--- src/rtl/core/u8ld_pkg.sv ---
package u8ld_pkg;

    localparam int unsigned BYTE_W  = 8;
    localparam int unsigned CP_W    = 21;
    localparam int unsigned WIN_LEN = 4;
    localparam int unsigned CNT_W   = 3;

    localparam logic [7:0] LEAD2_MASK = 8'he0;
    localparam logic [7:0] LEAD2_TAG  = 8'hc0;
    localparam logic [7:0] LEAD3_MASK = 8'hf0;
    localparam logic [7:0] LEAD3_TAG  = 8'he0;
    localparam logic [7:0] LEAD4_MASK = 8'hf8;
    localparam logic [7:0] LEAD4_TAG  = 8'hf0;

    localparam logic [CP_W-1:0] MIN2     = 21'd128;
    localparam logic [CP_W-1:0] MIN3     = 21'd2048;
    localparam logic [CP_W-1:0] MIN4     = 21'd65536;
    localparam logic [CP_W-1:0] SURR_LO  = 21'd55296;
    localparam logic [CP_W-1:0] SURR_HI  = 21'd57343;
    localparam logic [CP_W-1:0] CP_MAX   = 21'd1114111;

    typedef struct packed {
        logic load;
        logic emit;
    } u8ld_cmd_t;

    typedef struct packed {
        logic empty;
        logic stall;
        logic drain;
    } u8ld_sts_t;

endpackage

--- src/rtl/core/u8ld_dp.sv ---
module u8ld_dp
    import u8ld_pkg::*;
(
    input  logic              clk,
    input  logic              rst_n,
    input  u8ld_cmd_t         cmd,
    input  logic [BYTE_W-1:0] byte_in,
    input  logic              end_of_string,
    output u8ld_sts_t         sts,
    output logic [CP_W-1:0]   code_point,
    output logic              last_of_string
);

    logic [BYTE_W-1:0] window_reg [WIN_LEN];
    logic [BYTE_W-1:0] window_next [WIN_LEN];
    logic [CNT_W-1:0]  count_reg;
    logic [CNT_W-1:0]  count_next;
    logic              fin_reg;
    logic              fin_next;
    logic [CP_W-1:0]   cp_reg;
    logic [CP_W-1:0]   cp_next;
    logic              last_reg;
    logic              last_next;

    logic [CNT_W-1:0]  seq_len;
    logic [CNT_W-1:0]  used;
    logic [CNT_W-1:0]  count_after;
    logic [CP_W-1:0]   r2;
    logic [CP_W-1:0]   r3;
    logic [CP_W-1:0]   r4;
    logic              decode_ok;
    logic [CP_W-1:0]   decoded;

    // lead byte classification
    always_comb
    begin
        priority if ((window_reg[0] & LEAD2_MASK) == LEAD2_TAG)
            seq_len = CNT_W'(2);
        else if ((window_reg[0] & LEAD3_MASK) == LEAD3_TAG)
            seq_len = CNT_W'(3);
        else if ((window_reg[0] & LEAD4_MASK) == LEAD4_TAG)
            seq_len = CNT_W'(4);
        else
            seq_len = CNT_W'(1);
    end

    assign r2 = {10'd0, window_reg[0][4:0], window_reg[1][5:0]};
    assign r3 = {5'd0, window_reg[0][3:0], window_reg[1][5:0], window_reg[2][5:0]};
    assign r4 = {window_reg[0][2:0], window_reg[1][5:0], window_reg[2][5:0],
                 window_reg[3][5:0]};

    always_comb
    begin
        decode_ok = 1'b0;
        decoded   = r2;
        if (seq_len <= count_reg)
        begin
            unique case (seq_len)
                CNT_W'(2):
                begin
                    decoded   = r2;
                    decode_ok = (r2 >= MIN2);
                end
                CNT_W'(3):
                begin
                    decoded   = r3;
                    decode_ok = (r3 >= MIN3) && ((r3 < SURR_LO) || (r3 > SURR_HI));
                end
                CNT_W'(4):
                begin
                    decoded   = r4;
                    decode_ok = (r4 >= MIN4) && (r4 <= CP_MAX);
                end
                default:
                begin
                    decoded   = r2;
                    decode_ok = 1'b0;
                end
            endcase
        end
    end

    assign used        = decode_ok ? seq_len : CNT_W'(1);
    assign count_after = count_reg - used;

    assign sts.empty = (count_reg == '0);
    assign sts.stall = (seq_len > CNT_W'(1)) && (seq_len > count_reg) && !fin_reg;
    assign sts.drain = (count_after == '0);

    always_comb
    begin
        window_next = window_reg;
        count_next  = count_reg;
        fin_next    = fin_reg;
        cp_next     = cp_reg;
        last_next   = last_reg;
        if (cmd.load)
        begin
            window_next[count_reg[1:0]] = byte_in;
            count_next                  = count_reg + CNT_W'(1);
            fin_next                    = end_of_string;
        end
        else if (cmd.emit)
        begin
            cp_next    = decode_ok ? decoded : {13'd0, window_reg[0]};
            last_next  = fin_reg && (count_after == '0);
            count_next = count_after;
            unique case (used)
                CNT_W'(2):
                begin
                    window_next[0] = window_reg[2];
                    window_next[1] = window_reg[3];
                end
                CNT_W'(3):
                begin
                    window_next[0] = window_reg[3];
                end
                CNT_W'(4):
                begin
                    window_next = window_reg;
                end
                default:
                begin
                    window_next[0] = window_reg[1];
                    window_next[1] = window_reg[2];
                    window_next[2] = window_reg[3];
                end
            endcase
        end
    end

    always_ff @(posedge clk or negedge rst_n)
    begin
        if (!rst_n)
        begin
            count_reg <= '0;
            fin_reg   <= 1'b0;
        end
        else
        begin
            count_reg <= count_next;
            fin_reg   <= fin_next;
        end
    end

    always_ff @(posedge clk)
    begin
        window_reg <= window_next;
        cp_reg     <= cp_next;
        last_reg   <= last_next;
    end

    assign code_point     = cp_reg;
    assign last_of_string = last_reg;

endmodule

--- src/rtl/core/u8ld_ctrl.sv ---
module u8ld_ctrl
    import u8ld_pkg::*;
(
    input  logic      clk,
    input  logic      rst_n,
    input  logic      in_valid,
    output logic      in_ready,
    output logic      out_valid,
    input  logic      out_ready,
    input  u8ld_sts_t sts,
    output u8ld_cmd_t cmd
);

    typedef enum logic {
        ST_IDLE,
        ST_WORK
    } state_t;

    state_t state_reg;
    state_t state_next;
    logic   out_valid_reg;
    logic   out_valid_next;
    logic   out_free;

    assign in_ready = (state_reg == ST_IDLE);
    assign out_free = !out_valid_reg || out_ready;

    assign cmd.load = in_valid && in_ready;
    assign cmd.emit = (state_reg == ST_WORK) && !sts.empty && !sts.stall && out_free;

    always_comb
    begin
        state_next     = state_reg;
        out_valid_next = out_valid_reg && !out_ready;
        if (cmd.emit)
            out_valid_next = 1'b1;
        unique case (state_reg)
            ST_IDLE:
            begin
                if (cmd.load)
                    state_next = ST_WORK;
            end
            ST_WORK:
            begin
                if (sts.empty || sts.stall)
                    state_next = ST_IDLE;
                else if (cmd.emit && sts.drain)
                    state_next = ST_IDLE;
            end
            default: state_next = ST_IDLE;
        endcase
    end

    always_ff @(posedge clk or negedge rst_n)
    begin
        if (!rst_n)
        begin
            state_reg     <= ST_IDLE;
            out_valid_reg <= 1'b0;
        end
        else
        begin
            state_reg     <= state_next;
            out_valid_reg <= out_valid_next;
        end
    end

    assign out_valid = out_valid_reg;

endmodule

--- src/rtl/core/utf8_lenient_decoder.sv ---
// Lenient UTF-8 decoder: takes one byte per word on the slave side, with tlast on the
// final byte of a string, and gives one code point per word on the master side, with
// tlast on the last code point of that string. Bytes that do not form a valid,
// non-overlong, non-surrogate sequence up to 0x10FFFF come out as their own value, and
// the bytes after a rejected lead byte are decoded again; continuation tag bits are not
// checked. Each byte is taken in while the controller is idle; the controller then runs
// decode steps of the four-byte window, one step per cycle while the output register is
// free, each step giving one code point, and goes back to idle when the window empties
// or leaves a sequence waiting for more bytes; it takes no byte while a step is pending.
// A finished code point may wait in the output register while the next byte is taken.
module utf8_lenient_decoder
    import u8ld_pkg::*;
(
    input  logic        clk,
    input  logic        rst_n,
    input  logic        s_tvalid,
    output logic        s_tready,
    input  logic [7:0]  s_tdata,   // byte_in
    input  logic        s_tlast,   // end_of_string
    output logic        m_tvalid,
    input  logic        m_tready,
    output logic [23:0] m_tdata,   // code_point, zero fill
    output logic        m_tlast    // last_of_string
);

    u8ld_cmd_t       cmd;
    u8ld_sts_t       sts;
    logic [CP_W-1:0] code_point;

    u8ld_ctrl u_ctrl (
        .clk       (clk),
        .rst_n     (rst_n),
        .in_valid  (s_tvalid),
        .in_ready  (s_tready),
        .out_valid (m_tvalid),
        .out_ready (m_tready),
        .sts       (sts),
        .cmd       (cmd)
    );

    u8ld_dp u_dp (
        .clk            (clk),
        .rst_n          (rst_n),
        .cmd            (cmd),
        .byte_in        (s_tdata),
        .end_of_string  (s_tlast),
        .sts            (sts),
        .code_point     (code_point),
        .last_of_string (m_tlast)
    );

    assign m_tdata = {3'd0, code_point};

endmodule

--- config.mk ---
export PLATFORM = sky130hd
export DESIGN_NAME = utf8_lenient_decoder
export DESIGN_NICKNAME = d
export VERILOG_FILES = /design/src/rtl/core/u8ld_pkg.sv /design/src/rtl/core/u8ld_dp.sv /design/src/rtl/core/u8ld_ctrl.sv /design/src/rtl/core/utf8_lenient_decoder.sv
export SDC_FILE = /design/constraint.sdc
export NUM_CORES = 1
export LEC_CHECK = 0
export ABC_AREA = 1
export ABC_CLOCK_PERIOD_IN_PS = 4450
export BUFFER_PORTS_ARGS = -buffer_cell sky130_fd_sc_hd__buf_2
export CORE_ASPECT_RATIO = 0.7
export CORE_UTILIZATION = 60
export CTS_BUF_LIST = sky130_fd_sc_hd__clkbuf_4 sky130_fd_sc_hd__clkbuf_8
export CTS_CLUSTER_SIZE = 30
export DETAILED_ROUTE_END_ITERATION = 10
export PLACE_DENSITY = 0.88
export REMOVE_ABC_BUFFERS = 1
export SLEW_MARGIN = 25
export SYNTH_ARGS = -nofsm -noshare
export SYNTH_HDL_FRONTEND = slang
export SYNTH_SLANG_ARGS = --single-unit
--- constraint.sdc ---
create_clock -name clk -period 4.45 [get_ports clk]
set_input_delay 0.445 -clock clk [delete_from_list [all_inputs] [get_ports clk]]
set_output_delay 0.445 -clock clk [all_outputs]
set_load 0.005 [all_outputs]
==> run summary, run 1 <==
Final TNS setup - 0 ns
Post-synth top area cell - edfxtp_1
Clk pwr share - 0.144
Worst Skew - 0.00758 ns
Mapped Cells - 383
I/O pin count - 40
Port bufs - 36
Synth cell count leaders - 116 x nand2_1, 54 x edfxtp_1, 48 x inv_1, 32 x nor2_1, 21 x nand3_1
Max FFs per register - 21
Register area share after synthesis - 0.519
# Max-Cap Violations - 0
Status - finished, final reports clean
Detailed placement HPWL - 6020 um
ANT nets after route - 0
Final setup viols - 0
DR iter-0 viols - 415
Lkg Pwr - 1.72 nW
Max Fanout on Critical Path - 14
Levels on crit path - 19
R2R Path End - u_dp.count_reg[2]$_DFFE_PN0N_
Routability Congestion - 0.970
Register-to-Register Path Depth - 19
Sw Ratio - 0.443
Flop pwr share - 0.406
Gr ovfl total - 0
Share of the synthesized area in the top cell type - 0.475
CP max stage delay - 0.46 ns
Clk slew on worst S/H paths - 0.06 ns
Worst Hold End - u_dp.fin_reg$_DFFE_PN0P_
RSZ-0062 raised after global routing - false
Main flop type after synthesis - edfxtp_1
Initial antenna violation count - 0
Worst setup EP type - flop
Most frequent CP cell - nand2_1
Post-CTS sizing - 0
Vias per cell - 5.86
CTS buffer count - 9
Internal - 0.00164 W
Max_slew headroom - 0.423
Clock sinks - 60
Hold path startpoint - s_tlast
Largest net degree at the start of global routing - 26
Maximum vdd drop - 363 uV
Die height - 65.1 um
Dominant cells by area after synthesis - edfxtp_1 48%, nand2_1 13%, inv_1 5.3%, dfrtp_1 4.4%, nor2_1 3.5%
Crit path max-delay family - simple AND/OR/NAND/NOR gates
Cell with the most instances after synthesis - nand2_1
Startpoint Class - flop
Fin. Hold Viols - 0
CTS root buf - clkbuf_8
Net Sw Power - 0.00131 W
Critical Path RT - 4.67 ns
Ant. Diodes - 0
Hold crit path type - input port to flop
Layout Nets - 449
Vias in the first global route - 2694
DRT Pass-1 Iters - 5
Layout area overhead - 12.4%
CTS tree - done
Die width - 92.1 um
Critical Setup Path Class - flop to flop
Final core occ - 0.714
Proportion of power drawn by combinational gates - 0.451
First-pass GRT wire length - 13700 um
Rows - 22
Hold path depth - 3
R2R Path Start - u_dp.r2[9]$_DFFE_PP_
Slowest cell on crit path - edfxtp_1
Placeable core area - 0.00537 mm^2
Sequence of cells on the critical path - inv_1, nand2_1, nor2_8, inv_2, nand2_1, ha_1, nand3_1, nand2_2, nand2_8, inv_4, nand2_1, ha_1, fa_1, xor2_1, inv_1, nand3_1, nand3_1, o211ai_1, nand2_1
CP Buf/Inv Count - 4
Critical Path AT - 3.84 ns
Post-Route WL - 8330 um
Die area - 0.00599 mm^2
Period utilization - 0.813
Least-Margin Pin Slew - 0.864 ns
Routed len/inst - 16.5 um
Reg-to-reg slack, setup - 0.83 ns
Yosys cell types - 38
Layout cells sized above 1 - 0.174
Max Fclk - 276 MHz
Post-synth EDFFs - 54
Starting Density - 0.635
Post-Syn Area - 0.00341 mm^2
Syn. warnings - 0
Clock buffer depth - 2
Flops & latches, synth - 60
Max Slew Vio Count - 0
Clk_lat worst skew - 0.35 ns
Tot GR Track Use - 0.313
Via Count - 2953
H-tree Lvls - 3
Async SR Flop Fraction - 0.100
Min Tclk post-route - 3.62 ns
PwrDens - 769 mW/mm^2
Syn_area_per_cell - 8.91 um^2
Residual DRC - 0
-- logic make-up (layout without fill, tap and decap cells) --
group | after synthesis | after routing | synth area share
AOI/OAI and AO/OA | 59 | 59 | 0.107
xor gates and xnor gates | 2 | 2 | 0.00514
adders and majority gates | 9 | 9 | 0.0352
buffers and inverters | 61 | 108 | 0.0741
DFF | 60 | 60 | 0.519
other | 1 | 3 | 0.00110
and+or+nand+nor | 191 | 191 | 0.258
-- cells in the final DEF, fill, tap and decap left out, types with 4 or more instances in the layout --
| master | count |
|---|---|
| edfxtp_1 | 54 |
| nand4_1 | 7 |
| a21oi_1 | 13 |
| clkbuf_4 | 4 |
| nand3_1 | 21 |
| ha_1 | 8 |
| inv_1 | 48 |
| nor2_1 | 32 |
| nand2_1 | 116 |
| o21ai_0 | 12 |
| o21ai_1 | 5 |
| a22oi_1 | 5 |
| nand2_2 | 4 |
| dfrtp_1 | 6 |
| clkbuf_8 | 9 |
| buf_2 | 36 |
| o22ai_1 | 12 |
-- routing by layer --
metal,share of wire,GRT usage,up-vias
met5,0,0,-
met4,0.020,0.117,0
met3,0.14,0.108,20
met2,0.43,0.461,196
met1,0.41,0.428,1366
li1,-,-,1371
-- power groups by stage --
| stage | logic [W] | registers [W] | clock network (W) |
|---|---|---|---|
| after global routing | 0.00148 | 0.00122 | 0.000450 |
| after CTS | 0.00131 | 0.00119 | 0.000429 |
| final | 0.00133 | 0.00120 | 0.000423 |
| after global placement | 0.00126 | 0.00119 | 0 |
| after floorplan | 0.000884 | 0.00115 | 0 |
| after detailed placement | 0.00130 | 0.00119 | 0 |
-- how the worst max path moves through the flow --
stage,from,slack (ns),end
after floorplan,u_dp.window_reg[29]$_DFFE_PP_,1.07,u_dp.r2[0]$_DFFE_PP_
after global placement,u_dp.r2[9]$_DFFE_PP_,1.10,u_dp.count_reg[2]$_DFFE_PN0N_
after detailed placement,u_dp.r2[9]$_DFFE_PP_,0.90,u_dp.count_reg[2]$_DFFE_PN0N_
after CTS,u_dp.window_reg[29]$_DFFE_PP_,0.88,u_dp.count_reg[2]$_DFFE_PN0N_
after global routing,u_dp.r2[9]$_DFFE_PP_,0.54,u_dp.count_reg[2]$_DFFE_PN0N_
final,u_dp.r2[9]$_DFFE_PP_,0.83,u_dp.count_reg[2]$_DFFE_PN0N_
-- worst min-delay path: stages --
cell and delay (ns):
buf_2 0.07, nand2_1 0.04, o21ai_0 0.05
-- final cells by class --
type                    instances  area, um^2
flip-flops and latches         60        1770
fillers                       427        1530
multi-input cells             264        1390
repair buffers                 40         213
inverters                      52         198
clock buffers                  13         154
well taps                      72        90.1
clock inverters                 3        13.8
-- timing repair --
action                    4_1_cts  5_1_grt
setup buffers                   0        0
hold buffers                    1        0
hold endpoints to repair        6        0
-- through the flow --
stage | std cells | hold slack (ns) | cell area (um^2) | setup slack, ns | total power [W]
detailed placement | 487 | 0.278 | 3660 | 0.898 | 0.00250
CTS | 504 | 0.294 | 3830 | 0.879 | 0.00293
global placement | 487 | 0.274 | 3660 | 1.10 | 0.00245
floorplan | 376 | 0.149 | 3360 | 1.07 | 0.00203
global route | 504 | 0.316 | 3830 | 0.539 | 0.00314
finish | 504 | 0.301 | 3830 | 0.833 | 0.00295
Note: power is estimated with default switching activity, not from simulation.
==> run 2, diff against run 1 <==
Settings changed: ABC_CLOCK_PERIOD_IN_PS 4450 to 3200, CORE_UTILIZATION 60 to 55, PLACE_DENSITY 0.88 to 0.85.
Clock period 4.45 ns to 3.2 ns, I/O delays scaled along.
==> run 2 against run 1 <==
Against the previous run: the run now ends with setup timing left; register-to-register slack got worse by 1.0 ns; hold slack got worse by 0.11 ns; wire length increased by 11%; critical path depth unchanged; utilization decreased by 1.4 points; non-clock buffer count increased by 20; first-iteration DRC count decreased by 14%; fmax increased by 6.3%; cell count increased by 4.6%; clock power increased by 71%; critical endpoint is now u_ctrl.state_reg$_DFF_PN0_.
==> run summary, run 2 (synthesis results as in run 1) <==
ANT nets after route - 0
Design Area, Final - 0.00409 mm^2
Max Slew Vio Count - 0
Fill cell count - 425
Die width - 96.1 um
Routability Congestion - 0.922
DRT Pass-1 Iters - 5
CTS root buf - clkbuf_8
Placeable core area - 0.00584 mm^2
CTS tree - done
Clk_lat worst skew - 0.35 ns
Clock buffer depth - 2
First-pass GRT wire length - 13500 um
Max FFs per register - 21
Detailed placement HPWL - 6210 um
Most common cell after layout, fill and taps aside - nand2_1
Port bufs - 36
Failing checks - setup timing
Period utilization - 1.06
Vias per cell - 5.83
Die height - 67.9 um
Commonest non-fill, non-tap cells in the layout - 114 x nand2_1, 54 x edfxtp_1, 48 x inv_1, 36 x buf_2, 32 x nor2_1
Rows - 23
# Max-Cap Violations - 0
Layout Nets - 469
I/O pin count - 40
Area post-placement - 0.00373 mm^2
Routed len/inst - 17.6 um
Via Count - 3074
Worst setup EP type - flop
DR iter-0 viols - 356
Layout Cells excl Fill - 527
Status - finished, violations left
Largest net degree at the start of global routing - 26
Critical Path AT - 3.63 ns
PwrDens - 1120 mW/mm^2
Residual DRC - 0
Post-Route WL - 9250 um
Pre-CTS WS - 0.0580 ns
CTS buffer count - 9
Fin. Hold Viols - 0
Critical Path RT - 3.43 ns
H-tree Lvls - 3
Least-Margin Pin Slew - 0.847 ns
Final setup viols - 3
Final core occ - 0.701
Layout cells sized above 1 - 0.223
Tot GR Track Use - 0.289
Worst Skew - 0.00898 ns
Starting Density - 0.584
Maximum vdd drop - 521 uV
Dpl cells - 499
Die area - 0.00653 mm^2
Startpoint Class - flop
Vias in the first global route - 2730
Initial antenna violation count - 0
Layout area overhead - 20.0%
Min Tclk post-route - 3.40 ns
Max Fanout on Critical Path - 9
Hold crit path type - input port to flop
Max_slew headroom - 0.432
Final worst setup slack - -0.202 ns
Gr ovfl total - 0
Ant. Diodes - 0
Clock sinks - 60
Critical Setup Path Class - flop to flop
Clk slew on worst S/H paths - 0.06 ns
Lkg Pwr - 1.84 nW
Max Fclk - 294 MHz
[run 2: cell types whose count changed in the layout (fill, tap and decap cells not counted), sizes merged]
cell | before | now
buf | 39 | 59
clkbuf | 13 | 9
bufinv | 0 | 2
clkinv | 3 | 5
[run 2: repair_timing]
action	CTS	global route
hold endpoints to repair	6	0
buffers inserted	0	11
hold buffers	1	0
endpoints found under the setup margin	0	12
gates resized for setup	0	10
[run 2: final timing paths]
check	cells past startpoint	slack, ns	end	startpoint
max	19	-0.20	u_ctrl.state_reg$_DFF_PN0_	u_dp.window_reg[30]$_DFFE_PP_
min	3	0.19	u_dp.fin_reg$_DFFE_PN0P_	s_tlast
max reg2reg	19	-0.20	u_ctrl.state_reg$_DFF_PN0_	u_dp.window_reg[30]$_DFFE_PP_
min reg2reg	2	0.53	u_ctrl.out_valid$_DFF_PN0_	u_ctrl.out_valid$_DFF_PN0_
max in group asynchronous	2	2.70	u_dp.count_reg[1]$_DFFE_PN0N_	rst_n
min in group asynchronous	2	0.34	u_dp.count_reg[2]$_DFFE_PN0N_	rst_n
[run 2: worst max-delay path, stage by stage, from the launching register on]
cell and delay, ns:
edfxtp_1 0.45, buf_4 0.19, nand3_4 0.11, nor2_8 0.07, inv_2 0.07, nand2_2 0.11
ha_4 0.30, nand3_4 0.10, nand2_4 0.13, nand2_8 0.10, inv_4 0.07, nand2_1 0.07
ha_1 0.20, fa_1 0.40, xor2_1 0.27, inv_1 0.08, nand3_1 0.15, nand4_1 0.17
nand3_1 0.17, nand2_1 0.08
[run 2: final cells by class]
class                   instances  area [um^2]  area share
flip-flops and latches         60         1770       0.433
multi-input cells             264         1460       0.357
repair buffers                 60          363      0.0887
inverters                      52          198      0.0483
clock buffers                   9          124      0.0303
well taps                      75         93.8      0.0229
clock inverters                 7         81.3      0.0199
[run 2: per-stage QoR]
stage                     hold WS (ns)  power, W  TNS (ns)
final                            0.186   0.00459    -0.312
after global routing             0.198   0.00484    -0.948
after CTS                        0.187   0.00427         0
after detailed placement         0.157   0.00355         0
after global placement           0.152   0.00343         0
after floorplan                 0.0244   0.00283     -1.99
[run 2: report_power, final]
group	total [W]	internal (W)	switching [W]
registers	0.00165	0.00138	0.000268
logic	0.00221	0.000784	0.00143
clock network	0.000723	0.000427	0.000296
total	0.00459	0.00260	0.00199
[run 2: metal layers]
layer | global-route usage | share of wire | vias up
met1 | 0.392 | 0.40 | 1359
met3 | 0.126 | 0.15 | 33
met4 | 0.0914 | 0.021 | 0
li1 | - | - | 1410
met2 | 0.418 | 0.43 | 272
met5 | 0 | 0 | -
